$ cat src/char_lcd_nibble_writer_assert.svh
// Assertion macros for the character LCD nibble writer.
// Used by the top level only; expects signals clock and reset in scope.
`ifndef CHAR_LCD_NIBBLE_WRITER_ASSERT_SVH
`define CHAR_LCD_NIBBLE_WRITER_ASSERT_SVH

// Same-cycle implication, checked outside reset.
`define CNW_ASSERT_NOW(label, ante, cons, msg) \
   label: assert property (@(posedge clock) disable iff (reset) (ante) |-> (cons)) \
      else $error(msg);

// Next-cycle implication, checked outside reset.
`define CNW_ASSERT_NEXT(label, ante, cons, msg) \
   label: assert property (@(posedge clock) disable iff (reset) (ante) |=> (cons)) \
      else $error(msg);

`endif

$ cat src/cnw_pkg.sv
// Shared types, constants and tables of the character LCD nibble writer.
// No dependencies; imported by every module of the block.
`timescale 1ns / 1ps

package cnw_pkg;

   localparam int JQ_DEPTH   = 4;
   localparam int JQ_PTR_W   = $clog2(JQ_DEPTH);
   localparam int JQ_COUNT_W = $clog2(JQ_DEPTH + 1);

   localparam logic [13:0] BUSY_US    = 14'd37;
   localparam logic [3:0]  INIT_LAST  = 4'd13;
   localparam logic [7:0]  CMD_CLEAR  = 8'h01;
   localparam logic [7:0]  CMD_CUR_ON = 8'h0E;
   localparam logic [7:0]  CMD_CUR_OFF = 8'h0C;
   localparam logic [2:0]  MAX_LINES  = 3'd4;

   typedef enum logic [2:0] {
      FUNC_PUTCHAR    = 3'd0,
      FUNC_LOCATE     = 3'd1,
      FUNC_CLEAR      = 3'd2,
      FUNC_CURSOR_ON  = 3'd3,
      FUNC_CURSOR_OFF = 3'd4,
      FUNC_INIT       = 3'd5,
      FUNC_CGRAM_SLOT = 3'd6,
      FUNC_GLYPH_ROW  = 3'd7
   } func_type;

   typedef enum logic {
      CSR_LINE_LENGTH = 1'b0,
      CSR_LINE_COUNT  = 1'b1
   } csr_index_type;

   typedef enum logic [1:0] {
      JOB_ONE_BYTE  = 2'd0,
      JOB_TWO_BYTES = 2'd1,
      JOB_INIT      = 2'd2
   } job_kind_type;

   typedef struct packed {
      func_type   func;
      logic [7:0] char_code;
      logic [7:0] column;
      logic [7:0] row;
      logic [2:0] slot;
   } req_type;

   typedef struct packed {
      logic        reg_select;
      logic [3:0]  nibble;
      logic [13:0] wait_us;
      logic        last;
   } rsp_type;

   typedef struct packed {
      job_kind_type kind;
      logic         rs0;
      logic [7:0]   byte0;
      logic         rs1;
      logic [7:0]   byte1;
   } job_type;

   typedef struct packed {
      logic [4:0] col;
      logic [1:0] row;
   } cursor_type;

   typedef struct packed {
      logic full;
      logic valid;
   } jq_status_type;

   typedef struct packed {
      logic [3:0]  nibble;
      logic [13:0] wait_us;
   } init_step_type;

   // Display address of the first character of each line.
   function automatic logic [6:0] line_base(input logic [1:0] line);
      logic [6:0] base;
      unique case (line)
         2'd0: base = 7'h00;
         2'd1: base = 7'h40;
         2'd2: base = 7'h14;
         2'd3: base = 7'h54;
         default: base = 7'h00;
      endcase
      return base;
   endfunction

   // Power-on sequence: four single nibbles, then five bytes high nibble first.
   function automatic init_step_type init_step(input logic [3:0] step);
      init_step_type s;
      unique case (step)
         4'd0:  s = '{nibble: 4'h3, wait_us: 14'd15000};
         4'd1:  s = '{nibble: 4'h3, wait_us: 14'd5000};
         4'd2:  s = '{nibble: 4'h3, wait_us: 14'd150};
         4'd3:  s = '{nibble: 4'h2, wait_us: 14'd150};
         4'd4:  s = '{nibble: 4'h2, wait_us: 14'd150};
         4'd5:  s = '{nibble: 4'h8, wait_us: 14'd0};
         4'd6:  s = '{nibble: 4'h0, wait_us: 14'd50};
         4'd7:  s = '{nibble: 4'h8, wait_us: 14'd0};
         4'd8:  s = '{nibble: 4'h0, wait_us: 14'd50};
         4'd9:  s = '{nibble: 4'h1, wait_us: 14'd0};
         4'd10: s = '{nibble: 4'h0, wait_us: 14'd2000};
         4'd11: s = '{nibble: 4'h6, wait_us: 14'd0};
         4'd12: s = '{nibble: 4'h0, wait_us: 14'd50};
         4'd13: s = '{nibble: 4'hC, wait_us: 14'd0};
         default: s = '{nibble: 4'h0, wait_us: 14'd0};
      endcase
      return s;
   endfunction

endpackage

$ cat src/cnw_front.sv
// Front end: holds the line geometry registers and the text cursor, and turns
// each command but locate into a byte or init job for the back end. Depends on cnw_pkg.
`timescale 1ns / 1ps

module cnw_front (
   input  logic                   clock,
   input  logic                   reset,
   input  logic                   accept,
   input  cnw_pkg::req_type       req,
   input  logic                   csr_write,
   input  logic                   csr_index,
   input  logic [4:0]             csr_wdata,
   output logic                   job_push,
   output cnw_pkg::job_type       job,
   output cnw_pkg::cursor_type    cursor
);
   import cnw_pkg::*;

   logic [4:0] line_length_ff, line_length_in;
   logic [2:0] line_count_ff, line_count_in;
   logic [4:0] col_ff, col_in;
   logic [1:0] row_ff, row_in;

   logic [2:0] eff_lines;
   logic [4:0] col_plus;
   logic [2:0] row_plus;
   logic [6:0] addr_sum;
   logic [7:0] cursor_cmd;
   logic       has_job;

   assign eff_lines  = (line_count_ff > MAX_LINES) ? MAX_LINES : line_count_ff;
   assign col_plus   = col_ff + 5'd1;
   assign row_plus   = {1'b0, row_ff} + 3'd1;
   assign addr_sum   = line_base(row_ff) + {2'b00, col_ff};
   assign cursor_cmd = {1'b1, addr_sum};

   always_comb begin
      line_length_in = line_length_ff;
      line_count_in  = line_count_ff;
      if (csr_write) begin
         unique case (csr_index_type'(csr_index))
            CSR_LINE_LENGTH: line_length_in = csr_wdata;
            CSR_LINE_COUNT:  line_count_in  = csr_wdata[2:0];
            default:         line_length_in = line_length_ff;
         endcase
      end
   end

   always_comb begin
      col_in  = col_ff;
      row_in  = row_ff;
      has_job = 1'b1;
      job     = '{kind: JOB_ONE_BYTE, rs0: 1'b0, byte0: 8'h00, rs1: 1'b0, byte1: 8'h00};
      unique case (req.func)
         FUNC_PUTCHAR: begin
            job = '{kind: JOB_TWO_BYTES, rs0: 1'b0, byte0: cursor_cmd,
                    rs1: 1'b1, byte1: req.char_code};
            if (col_plus >= line_length_ff) begin
               col_in = 5'd0;
               // Row wraps to the top once it reaches the usable line count.
               row_in = (row_plus >= eff_lines) ? 2'd0 : row_plus[1:0];
            end else begin
               col_in = col_plus;
            end
         end
         FUNC_LOCATE: begin
            has_job = 1'b0;
            if (req.column < {3'b000, line_length_ff} && req.row < {5'b00000, eff_lines}) begin
               col_in = req.column[4:0];
               row_in = req.row[1:0];
            end
         end
         FUNC_CLEAR: begin
            job.byte0 = CMD_CLEAR;
            col_in    = 5'd0;
            row_in    = 2'd0;
         end
         FUNC_CURSOR_ON: begin
            job = '{kind: JOB_TWO_BYTES, rs0: 1'b0, byte0: 8'h80,
                    rs1: 1'b0, byte1: CMD_CUR_ON};
            job.byte0 = cursor_cmd;
         end
         FUNC_CURSOR_OFF: begin
            job.byte0 = CMD_CUR_OFF;
         end
         FUNC_INIT: begin
            job.kind = JOB_INIT;
            col_in   = 5'd0;
            row_in   = 2'd0;
         end
         FUNC_CGRAM_SLOT: begin
            job.byte0 = {2'b01, req.slot, 3'b000};
         end
         FUNC_GLYPH_ROW: begin
            job.rs0   = 1'b1;
            job.byte0 = req.char_code;
         end
         default: has_job = 1'b0;
      endcase
   end

   assign job_push = accept && has_job;
   assign cursor   = '{col: col_ff, row: row_ff};

   always_ff @(posedge clock) begin
      if (reset) begin
         line_length_ff <= 5'd20;
         line_count_ff  <= 3'd4;
         col_ff         <= 5'd0;
         row_ff         <= 2'd0;
      end else begin
         line_length_ff <= line_length_in;
         line_count_ff  <= line_count_in;
         if (accept) begin
            col_ff <= col_in;
            row_ff <= row_in;
         end
      end
   end

endmodule

$ cat src/cnw_job_queue.sv
// Small job queue between the front end and the nibble sequencer.
// Depends on cnw_pkg.
`timescale 1ns / 1ps

module cnw_job_queue (
   input  logic                     clock,
   input  logic                     reset,
   input  logic                     push,
   input  cnw_pkg::job_type         job_in,
   input  logic                     pop,
   output cnw_pkg::jq_status_type   status,
   output cnw_pkg::job_type         job_out
);
   import cnw_pkg::*;

   job_type                 entry_ff [JQ_DEPTH];
   logic [JQ_PTR_W-1:0]     wr_ptr_ff, wr_ptr_in;
   logic [JQ_PTR_W-1:0]     rd_ptr_ff, rd_ptr_in;
   logic [JQ_COUNT_W-1:0]   count_ff, count_in;
   logic                    do_push, do_pop;

   assign status.full  = (count_ff == JQ_COUNT_W'(JQ_DEPTH));
   assign status.valid = (count_ff != '0);
   assign do_push      = push && !status.full;
   assign do_pop       = pop && status.valid;
   assign job_out      = entry_ff[rd_ptr_ff];

   always_comb begin
      wr_ptr_in = do_push ? wr_ptr_ff + 1'b1 : wr_ptr_ff;
      rd_ptr_in = do_pop ? rd_ptr_ff + 1'b1 : rd_ptr_ff;
      priority if (do_push && !do_pop) count_in = count_ff + 1'b1;
      else if (do_pop && !do_push)     count_in = count_ff - 1'b1;
      else                             count_in = count_ff;
   end

   always_ff @(posedge clock) begin
      if (reset) begin
         wr_ptr_ff <= '0;
         rd_ptr_ff <= '0;
         count_ff  <= '0;
      end else begin
         wr_ptr_ff <= wr_ptr_in;
         rd_ptr_ff <= rd_ptr_in;
         count_ff  <= count_in;
      end
   end

   always_ff @(posedge clock) begin
      if (do_push) begin
         entry_ff[wr_ptr_ff] <= job_in;
      end
   end

endmodule

$ cat src/cnw_back.sv
// Back end: steps through the nibbles of the job at the queue head and holds
// one finished nibble in the result register. Depends on cnw_pkg.
`timescale 1ns / 1ps

module cnw_back (
   input  logic               clock,
   input  logic               reset,
   input  logic               job_valid,
   input  cnw_pkg::job_type   job,
   output logic               job_pop,
   input  logic               rsp_pop,
   output logic               rsp_empty,
   output cnw_pkg::rsp_type   rsp_data
);
   import cnw_pkg::*;

   logic [3:0]    step_ff, step_in;
   logic          out_valid_ff, out_valid_in;
   rsp_type       out_ff, out_in;
   logic [3:0]    last_step;
   logic          is_last;
   logic          advance;
   logic [7:0]    cur_byte;
   init_step_type init_s;

   assign init_s   = init_step(step_ff);
   assign cur_byte = step_ff[1] ? job.byte1 : job.byte0;

   always_comb begin
      unique case (job.kind)
         JOB_ONE_BYTE:  last_step = 4'd1;
         JOB_TWO_BYTES: last_step = 4'd3;
         JOB_INIT:      last_step = INIT_LAST;
         default:       last_step = 4'd1;
      endcase
   end

   assign is_last = (step_ff == last_step);
   // A nibble moves into the result register when it is free or being drained.
   assign advance = job_valid && (!out_valid_ff || rsp_pop);
   assign job_pop = advance && is_last;

   always_comb begin
      out_in = out_ff;
      if (advance) begin
         if (job.kind == JOB_INIT) begin
            out_in.reg_select = 1'b0;
            out_in.nibble     = init_s.nibble;
            out_in.wait_us    = init_s.wait_us;
         end else begin
            out_in.reg_select = step_ff[1] ? job.rs1 : job.rs0;
            out_in.nibble     = step_ff[0] ? cur_byte[3:0] : cur_byte[7:4];
            out_in.wait_us    = step_ff[0] ? 14'd0 : BUSY_US;
         end
         out_in.last = is_last;
      end
      step_in = advance ? (is_last ? 4'd0 : step_ff + 4'd1) : step_ff;
      priority if (advance)  out_valid_in = 1'b1;
      else if (rsp_pop)      out_valid_in = 1'b0;
      else                   out_valid_in = out_valid_ff;
   end

   always_ff @(posedge clock) begin
      if (reset) begin
         step_ff      <= 4'd0;
         out_valid_ff <= 1'b0;
      end else begin
         step_ff      <= step_in;
         out_valid_ff <= out_valid_in;
      end
   end

   always_ff @(posedge clock) begin
      out_ff <= out_in;
   end

   assign rsp_empty = !out_valid_ff;
   assign rsp_data  = out_ff;

endmodule

$ cat src/char_lcd_nibble_writer.sv
// Character LCD nibble writer. Each command beat becomes a burst of 4-bit bus
// transfers: a put character gives four nibbles, cursor on four, clear, cursor
// off, CGRAM slot and glyph row two each, init fourteen, and locate none. The
// back end sends one nibble per clock as long as the result side is drained;
// the front end takes one command per clock as long as its four-entry job
// queue has room, so full rises once the queued jobs outrun the result side.
// Once its command is accepted, the first nibble of a job passes through the
// job queue and then the result register to the result ports. Line geometry
// registers may be written only while the block idles.
`timescale 1ns / 1ps

module char_lcd_nibble_writer (
   input  logic               clock,
   input  logic               reset,
   input  logic               req_push,
   output logic               req_full,
   input  cnw_pkg::req_type   req_data,
   output logic               rsp_empty,
   input  logic               rsp_pop,
   output cnw_pkg::rsp_type   rsp_data,
   input  logic               csr_valid,
   output logic               csr_ready,
   input  logic               csr_index,
   input  logic [4:0]         csr_wdata
);
   import cnw_pkg::*;

`include "char_lcd_nibble_writer_assert.svh"

   logic          req_accept;
   logic          job_push;
   logic          job_pop;
   job_type       front_job;
   job_type       head_job;
   jq_status_type jq_status;
   cursor_type    cursor;
   logic          home_cmd;
   logic          cursor_home;
   logic          data_beat;
   logic          short_wait;

   assign csr_ready  = 1'b1;
   assign req_full   = jq_status.full;
   assign req_accept = req_push && !req_full;

   cnw_front u_front (
      .clock     (clock),
      .reset     (reset),
      .accept    (req_accept),
      .req       (req_data),
      .csr_write (csr_valid && csr_ready),
      .csr_index (csr_index),
      .csr_wdata (csr_wdata),
      .job_push  (job_push),
      .job       (front_job),
      .cursor    (cursor)
   );

   cnw_job_queue u_job_queue (
      .clock   (clock),
      .reset   (reset),
      .push    (job_push),
      .job_in  (front_job),
      .pop     (job_pop),
      .status  (jq_status),
      .job_out (head_job)
   );

   cnw_back u_back (
      .clock     (clock),
      .reset     (reset),
      .job_valid (jq_status.valid),
      .job       (head_job),
      .job_pop   (job_pop),
      .rsp_pop   (rsp_pop),
      .rsp_empty (rsp_empty),
      .rsp_data  (rsp_data)
   );

   assign home_cmd    = req_accept &&
                        (req_data.func == FUNC_CLEAR || req_data.func == FUNC_INIT);
   assign cursor_home = (cursor.col == 5'd0) && (cursor.row == 2'd0);
   assign data_beat   = !rsp_empty && rsp_data.reg_select;
   assign short_wait  = (rsp_data.wait_us == BUSY_US) || (rsp_data.wait_us == 14'd0);

   `CNW_ASSERT_NEXT(a_clear_homes_cursor, home_cmd, cursor_home, "cursor not homed")
   `CNW_ASSERT_NOW(a_no_push_when_full, job_push, !jq_status.full, "push into a full queue")
   `CNW_ASSERT_NOW(a_data_wait_bounded, data_beat, short_wait, "data nibble with an init wait")

endmodule
$ cat config.mk
export PLATFORM = sky130hd
export DESIGN_NAME = char_lcd_nibble_writer
export DESIGN_NICKNAME = d
export VERILOG_FILES = /design/src/cnw_pkg.sv /design/src/cnw_front.sv /design/src/cnw_job_queue.sv /design/src/cnw_back.sv /design/src/char_lcd_nibble_writer.sv
export VERILOG_INCLUDE_DIRS = /design/src /design/src/src
export SDC_FILE = /design/constraint.sdc
export NUM_CORES = 1
export LEC_CHECK = 0
export BUFFER_PORTS_ARGS = -buffer_cell sky130_fd_sc_hd__buf_2
export CORE_MARGIN = 1.5
export CORE_UTILIZATION = 62
export CTS_CLUSTER_SIZE = 8
export DETAILED_ROUTE_END_ITERATION = 7
export PLACE_DENSITY = 0.83
export SETUP_SLACK_MARGIN = 0.3
export SKIP_LAST_GASP = 1
export SYNTH_ARGS = -nofsm -noshare
export SYNTH_HDL_FRONTEND = slang
export SYNTH_HIERARCHICAL = 1
export SYNTH_SLANG_ARGS = --single-unit
$ cat constraint.sdc
create_clock -name clock -period 6.75 [get_ports clock]
set_input_delay 0.675 -clock clock [delete_from_list [all_inputs] [get_ports clock]]
set_output_delay 0.675 -clock clock [all_outputs]
set_load 0.02 [all_outputs]
# ---- After elaboration in Yosys (flattened, before gate mapping)
# Memories as Yosys holds them, arrays and structs flattened. A register that Yosys moved wholly into a read port is not among the register bits.
# Cells that the tools add are included.
dict set report totals {
  regBits 47
  latch_bits 0
  ramBits 80
  rom_bits 272
  input_bits 41
  output_inout_bits 23
  word_cells 102
  n_memories 2
}
dict set report classes {
  n_addsub 8
  mul 0
  n_div 0
  order_cmp 5
  n_eq_ne 16
  shift 0
  muxes 31
  bitwise 1
  reduce_logical 26
}
# memory words word_bits read_ports rd_clocked_by_memory_dff wr line_no
set memory_table {}
lappend memory_table {{(name not given)} 16 17 1 1 0 cnw_pkg.sv:94} ;# unique case (step)
lappend memory_table {u_job_queue.entry_ff 4 20 1 1 1 cnw_job_queue.sv:16} ;# job_type entry_ff [JQ_DEPTH];
# cell n
set ops {}
lappend ops {{$pmux 8 s5} 1}
lappend ops {{$pmux 7 s4} 1}
lappend ops {{$mux 18} 1}
lappend ops {{$pmux 9 s2} 1}
lappend ops {{$mux 4} 4}
lappend ops {{$eq 3x3->1 const B} 5}
lappend ops {{$pmux 5 s3} 1}
lappend ops {{$mux 2} 5}
lappend ops {{$mux 5} 2}
lappend ops {{$logic_and 1x1->1} 9}
lappend ops {{$mux 3} 3}
lappend ops {{$lt 8x3->1} 1}
lappend ops {{$lt 8x5->1} 1}
lappend ops {{$mux 8} 1}
lappend ops {{$pmux 4 s2} 1}
lappend ops {{$add 7x5->7} 1}
lappend ops {{$mux 1} 7}
lappend ops {{$eq 2x2->1 const B} 3}
lappend ops {{$eq 3x2->1 const B} 2}
lappend ops {{$mux 6} 1}
lappend ops {{$pmux 2 s3} 1}
lappend ops {{$reduce_bool 3->1} 2}
lappend ops {{$add 5x1->5 const B} 1}
lappend ops {{$ge 5x5->1} 1}
lappend ops {{22 further kinds} 31}

# ---- Longest topological paths before layout
# Gate-level depths: netlist (run 1).
dict set report depth {
  depth_word 9
  depth_mapped 14
  depth_no_buf 12
}

# ---- Modules after synthesis
# The synthesis (run 1) kept the hierarchy.
# module instances cells_each area_each_um2 seq_area_each_um2
set by_module_without_submodules {}
lappend by_module_without_submodules {cnw_job_queue 1 152 3357.0 2582.5}
lappend by_module_without_submodules {cnw_back 1 136 1637.8 890.9}
lappend by_module_without_submodules {cnw_front 1 191 1460.2 300.3}
lappend by_module_without_submodules {char_lcd_nibble_writer 1 3 25.0 0.0}

# ---- Worst setup path after synthesis (run 1)
# OpenSTA, ideal clock, no wires.
dict set report synth_path {
  kind {register to register}
  start {register with a tool-made name}
  end {register u_job_queue.count_ff[2]}
  setup_ps 70
  t_arrival_ps 3186
  t_required_ps 6680
  slack_ps 3494
  path_stages_with_launch 15
  path_buffers 2
  period_less_slack_ps 3256
  path_cell_list {dfxtp_1 -> buf_6 -> mux4_2 -> nor2b_1 -> buf_2 -> and4b_2 -> o211ai_4 -> inv_4 -> o31ai_2 -> ha_1 -> inv_1 -> fa_1 -> xor2_1 -> or3_1 -> a21oi_1}
}
# element line_no
set synth_lines {}
lappend synth_lines {{end signal: assignment} cnw_job_queue.sv:44} ;# count_ff <= count_in;
lappend synth_lines {{end: declaration} cnw_job_queue.sv:19} ;# logic [JQ_COUNT_W-1:0] count_ff, count_in;

==> results of run 1 <==
## layer usage
metal	global-route usage, %	part of all wire (%)	vias to the layer above
met2	42.5	52	171
met5	0	0	-
met1	28.5	40	1975
li1	-	-	1941
met4	9.69	1.9	0
met3	6.00	5.7	18
## worst max path at each step
stage	from	to
floorplan	flop	u_job_queue/count_ff[2]
finish	flop	u_job_queue/count_ff[2]
CTS	flop	u_job_queue/count_ff[2]
detailed placement	flop	u_job_queue/count_ff[2]
global placement	flop	u_job_queue/count_ff[2]
global route	flop	u_job_queue/count_ff[2]
## sequential cells by signal, indices dropped and copies added, names as in the netlist, named ones only
name / cells
u_job_queue/count_ff: 3
u_job_queue/entry_ff: 80
u_front/line_count_ff: 3
u_job_queue/rd_ptr_ff: 2
u_front/line_length_ff: 5
u_back/out_valid_ff: 1
u_back/step_ff: 4
u_front/col_ff: 5
u_back/rsp_data: 17
u_back/init_s: 14
u_job_queue/wr_ptr_ff: 2
u_front/row_ff: 2
## per-stage QoR
step	total power [W]	util, %
final	0.00276	72.5
after global placement	0.00185	66.8
after floorplan	0.00171	-
after global routing	0.00288	72.5
after CTS	0.00278	72.5
after detailed placement	0.00189	66.8
## synthesized netlist by cell type, types with 6 or more instances
cell      instances
edfxtp_1         97
dfxtp_1          43
nor2_1           32
ha_1             28
nand2_1          23
mux4_2           20
a21oi_1          18
and2_1           18
inv_1            18
o21ai_0          16
nor2b_1          12
nand2b_1         11
nand3_1          10
clkbuf_1          9
mux2i_1           9
nor3_1            8
xor2_1            7
a211oi_1          6
mux2_2            6
## area by class of cell
type | count | share of cell area [%]
clock buffers | 19 | 5.82
repair buffers | 63 | 4.29
well taps | 136 | 2.30
multi-input cells | 301 | 33.7
flip-flops and latches | 140 | 50.9
clock inverters | 13 | 1.92
inverters | 20 | 1.05
## power breakdown
part | switching, W | internal [W] | total (W)
Sequential | 0.0000798 | 0.00112 | 0.00120
Clock | 0.000346 | 0.000537 | 0.000883
Combinational | 0.000416 | 0.000259 | 0.000676
Total | 0.000842 | 0.00192 | 0.00276
## worst max-delay path: stages (launching register included)
cell and delay [ps]:
dfxtp_1 970, mux4_2 460, nor2b_1 840, and4b_2 420
o211ai_4 120, inv_4 190, o31ai_2 110, ha_1 220
inv_1 80, fa_1 190, xor2_1 70, or3_1 300
a21oi_1 150
## cells by family (layout without fill, tap and decap cells)
kind of cell,after synthesis,count (layout),share of synthesized area (%)
DFF,140,140,58.2
muxes,40,40,11.2
and+or+nand+nor,137,137,11.4
AOI/OAI and AO/OA,84,84,8.88
buffers and inverters,41,115,3.19
adders and majority gates,29,29,5.72
other,1,1,0.0579
xor gates and xnor gates,10,10,1.35
==> run_results.csv, run 1 <==
group,metric,value,unit
synthesis,synth_edf_count,97,
floorplanning,die_h,105,um
route,drtAntennaViolNets,0,
global_route,global_route_wire_length_before_repair,20.1,mm
power_and_ir_drop,power.static_leakage,2.87,nW
timing,period_share,62.1,%
synthesis,synth_area,0.00648,sq mm
cells_and_area,post_layout_nonfiller_instances,692,
floorplanning,io-pin-count,64,
cells_and_area,syn_to_final_growth,14.4,%
setup_path,critical_path_class,"flop to flop",
timing,final_worst_hold_slack,389,ps
timing,report.final.setup_viol,0,
clock_network,htree_depth,4,
global_route,grt_pass1_vias,4123,
hold_path,hp-start,"csr_wdata[3]",
cells_and_area,fin_nets,613,
cells_and_area,final_design_area_no_fill,0.00741,sq mm
placement,post-place-cells,660,
cells_and_area,register_area,0.00377,sq mm
run,drv.max_cap_violation_count,0,
clock_network,longest_clk_path_bufs,2,
synthesis,synth.distinct_cells,66,
timing,fin_setup_tns,0,ps
timing,timing.final.hold_violations,0,
placement,dpl.hpwl,8.20,mm
placement,placedInstanceArea,0.00684,sq mm
clock_network,numCtsBuffers,17,
timing,skew,6.33,ps
clock_network,numClockSinks,140,
power_and_ir_drop,powerDensity,372,mW/mm^2
setup_path,critPathRequiredTime,7190,ps
timing,setup_repair_after_global_routing_missed_its_margin,"no",
synthesis,synthFlopType,"edfxtp_1",
global_route,grt.overflow.total,0,
cells_and_area,final_common_cell,"edfxtp_1",
route,detailroute.via_count,4105,
synthesis,ys_warn_count,6,
clock_network,post_cts_resize_count,0,
route,drt_first_pass_iters,5,
clock_network,tritoncts,"built",
route,via_per_inst,5.93,
route,detail_route.wl_per_cell,18.1,um
setup_path,worstPathMaxFanout,20,
global_route,grt_antenna_before_repair,0,
synthesis,netlist_top_cells_area,"edfxtp_1 (45%), dfxtp_1 (13%), mux4_2 (7.0%)",
floorplanning,design.core.area,0.0102,sq mm
floorplanning,initial_utilization,63.3,%
timing,timing_max_transition_violations_final,0,
clock_network,cts_root_buffer,"clkbuf_8",
synthesis,netlist.area_leader.share,45.0,%
timing,timing.final.crit_period,4190,ps
timing,max_slew_margin,29.4,%
clock_network,cts_setup_buffers,0,
clock_network,clk_pin_slew,60,ps
hold_path,hold_path_end,"u_front/line_length_ff[3]",
clock_network,cts_hold_repair.buffers,0,
power_and_ir_drop,vdd.ir_drop.worst,0.000254,V
route,post_route_drc_violation_count,0,
timing,fmax,238,MHz
synthesis,synth_seq_area_share,58.2,%
route,initial_drt_markers,260,
timing,layout_setup_ws,2560,ps
hold_path,holdPathStages,3,
floorplanning,design.die.area,0.0111,sq mm
hold_path,worst_hold_path_type,"input port to flop",
setup_path,arrival,4640,ps
global_route,grt_start_max_net_pins,36,
outcome,run_status,"finished, final reports clean",
synthesis,synthDominantAreaCellType,"edfxtp_1",
cells_and_area,post_route_cells_drive_above_1_share,24.1,%
floorplanning,rows,37,
setup_path,type_of_element_launching_the_critical_path,"flop",
route,wirelength,12.5,mm
synthesis,mappedNetlistNets,552,
placement,placement.io_buffers,62,
setup_path,worstReg2RegEnd,"u_job_queue/count_ff[2]",
synthesis,avg_synthesized_cell_area,13.4,sq um
timing,worst_pin_slew,1060,ps
cells_and_area,n_antenna_cell,0,
floorplanning,die_w,105,um
placement,detailedPlace.worstSlack,2560,ps
synthesis,ys_ff_latch,140,
synthesis,synth-async-reset-ratio,0,%
clock_network,clk-insertion-delay-late,520,ps
placement,finalWeightedCongestion,0.843,
cells_and_area,multiInputGateArea,0.00250,sq mm
setup_path,rrSetupSlack,2560,ps
setup_path,setup.worst_path.end_class,"flop",
synthesis,syn-instance-count,482,
global_route,grt_use_total,24.2,%
setup_path,reg2regPathDepth,12,
cells_and_area,nFillCells,652,
cells_and_area,final_cell_mix,"edfxtp_1 (97), buf_2 (62), dfxtp_1 (43)",
(Power assumes the default switching activity.)
==> run 2: changes to the inputs <==
- CORE_UTILIZATION: 62 -> 59
- PLACE_DENSITY: 0.83 -> 0.8
- clock period: 6.75 -> 4.35 ns (I/O delays scaled with it)
==> run 2 against run 1 <==
  * Die area up 4.9%
  * Cell area up 1.2%
  * Global-route usage down 0.45 points
  * Routed wire length about the same
  * First-iteration DRC count up 1.9%
  * Maximum frequency up 22%
  * Total power up 61%
  * Critical path depth up 2
  * Sequential power up 55%
  * Register-to-register slack worse by 1600 ps
  * Largest cell class unchanged
==> run_results.csv, run 2 (synthesis gave the netlist of run 1 again) <==
group,metric,value,unit
outcome,run_status,"finished, final reports clean",
global_route,grt_pass1_vias,4229,
clock_network,cts_root_buffer,"clkbuf_8",
cells_and_area,n_antenna_cell,0,
power_and_ir_drop,clock_share_of_power,34.5,%
floorplanning,initial_utilization,60.0,%
setup_path,worstPathMaxFanout,20,
timing,worst_pin_slew,1050,ps
timing,timing.final.crit_period,3430,ps
setup_path,most_frequent_cell_on_the_critical_path,"buf_4",
cells_and_area,syn_to_final_growth,15.8,%
timing,report.final.setup_viol,0,
power_and_ir_drop,seq_power_share,41.8,%
timing,fmax,292,MHz
timing,timing.final.hold_violations,0,
timing,period_share,78.9,%
floorplanning,die_w,108,um
global_route,grt_use_total,23.7,%
clock_network,numClockSinks,140,
timing,max_slew_margin,30.1,%
power_and_ir_drop,power.static_leakage,2.91,nW
cells_and_area,number_of_flip_flops_under_the_largest_register_name,80,
route,post_route_drc_violation_count,0,
cells_and_area,post_route_cells_drive_above_1_share,24.4,%
timing,setup_repair_after_global_routing_missed_its_margin,"no",
clock_network,cts_setup_buffers,0,
clock_network,numCtsBuffers,17,
floorplanning,rows,38,
clock_network,clk-insertion-delay-late,510,ps
global_route,global_route_wire_length_before_repair,20.5,mm
setup_path,critPathRequiredTime,4790,ps
power_and_ir_drop,vdd.ir_drop.worst,0.000364,V
cells_and_area,fin_nets,615,
cells_and_area,register_area,0.00377,sq mm
global_route,grt.overflow.total,0,
clock_network,post_cts_resize_count,0,
clock_network,cts_hold_repair.buffers,0,
power_and_ir_drop,powerDensity,594,mW/mm^2
setup_path,crit_chain,"buf_4 -> mux4_2 -> nor2b_1 -> buf_4 -> and4b_2 -> o211ai_4 -> inv_4 -> o31ai_2 -> ha_1 -> inv_1 -> fa_1 -> xor2_1 -> or3_1 -> a21oi_1",
placement,dpl.hpwl,8.44,mm
global_route,layer_with_the_highest_usage,"met2",
floorplanning,die_h,108,um
route,initial_drt_markers,265,
global_route,grt_antenna_before_repair,0,
timing,fin_setup_tns,0,ps
cells_and_area,multiInputGateArea,0.00250,sq mm
route,via_per_inst,5.89,
clock_network,longest_clk_path_bufs,2,
timing,timing_max_transition_violations_final,0,
setup_path,critPathTopFamily,"simple AND/OR/NAND/NOR gates",
floorplanning,io-pin-count,64,
clock_network,clk_pin_slew,60,ps
global_route,met1_capacity_usage_during_global_routing,27.1,%
cells_and_area,final_common_cell,"edfxtp_1",
setup_path,path_buf_inv,4,
setup_path,arrival,3880,ps
route,wirelength,12.6,mm
power_and_ir_drop,p_int,0.00315,W
power_and_ir_drop,pwr-share-comb,23.7,%
power_and_ir_drop,p_sw,0.00130,W
cells_and_area,final_design_area_no_fill,0.00750,sq mm
cells_and_area,registers.top_by_ff_count,"u_job_queue/entry_ff",
placement,finalWeightedCongestion,0.881,
route,detailroute.via_count,4111,
clock_network,tritoncts,"built",
setup_path,critical_path_class,"flop to flop",
placement,placement.io_buffers,62,
route,drtAntennaViolNets,0,
cells_and_area,nFillCells,682,
power_and_ir_drop,sw_frac_of_total,29.3,%
global_route,grt_start_max_net_pins,36,
global_route,global_route_met2_utilization,41.4,%
floorplanning,design.core.area,0.0108,sq mm
route,detail_route.wl_per_cell,18.0,um
run,drv.max_cap_violation_count,0,
floorplanning,design.die.area,0.0116,sq mm
setup_path,crit_path_max_incr_delay,380,ps
setup_path,critPathSlowestCell,"mux4_2",
hold_path,worst_hold_path_type,"input port to flop",
cells_and_area,final_cell_mix,"edfxtp_1 (97), buf_2 (62), dfxtp_1 (43)",
timing,skew,4.83,ps
route,drt_first_pass_iters,4,
setup_path,setup.worst_path.end_class,"flop",
clock_network,htree_depth,4,
setup_path,type_of_element_launching_the_critical_path,"flop",
global_route,grt_util_met3,6.11,%
placement,placedInstanceArea,0.00686,sq mm
==> run 2: cell types whose count changed in the layout (fill, tap and decap cells not counted) <==
cell       delta
bufinv_16     +3
buf_4         +2
clkinv_2      -2
clkbuf_1      -1
clkinv_1      +1
inv_6         -1
==> run 2: final cells by class <==
class                           instances  area share [%]
Inverter                               20            1.03
Tap cell                              140            2.33
Timing Repair Buffer                   65            4.43
Sequential cell                       140            50.3
Clock buffer                           18            5.70
Multi-Input combinational cell        301            33.3
Clock inverter                         14            2.90
==> run 2: power by group through the flow <==
stage | Combinational [W] | Sequential [W] | Clock [W]
final | 0.00106 | 0.00186 | 0.00154
after global routing | 0.00116 | 0.00189 | 0.00162
after CTS | 0.00107 | 0.00186 | 0.00156
after detailed placement | 0.00105 | 0.00189 | 0
after global placement | 0.00101 | 0.00187 | 0
after floorplan | 0.000701 | 0.00195 | 0
==> run 2: through the flow <==
stage / util, % / hold WS [ps] / power [W] / std cells / setup slack (ps)
final: 69.5 / 150 / 0.00445 / 698 / 919
after global placement: 63.6 / 442 / 0.00288 / 666 / 1090
after CTS: 69.5 / 125 / 0.00449 / 698 / 903
after detailed placement: 63.6 / 456 / 0.00293 / 666 / 954
after floorplan: - / 432 / 0.00265 / 482 / 1090
after global routing: 69.5 / 169 / 0.00466 / 698 / 713
==> run 2: final timing paths <==
| kind | start | slack, ps | endpoint | depth (start not counted) |
|---|---|---|---|---|
| worst min register to register | u_front/line_count_ff[0] | 460 | u_front/line_count_ff[0] | 2 |
| worst max register to register | flop | 920 | u_job_queue/count_ff[2] | 14 |
| worst max-delay path | flop | 920 | u_job_queue/count_ff[2] | 14 |
| worst min-delay path | csr_wdata[3] | 150 | u_front/line_length_ff[3] | 3 |
==> run 2: layer usage <==
metal | share of wire, % | routed length (um)
met2 | 52 | 6470
met5 | 0 | 0
met3 | 5.6 | 707
met4 | 3.2 | 405
met1 | 40 | 4970
==> run 2: worst min-delay path, stage by stage <==
cell     delay (ps)
buf_2            70
mux2i_1          50
nor2_1           70
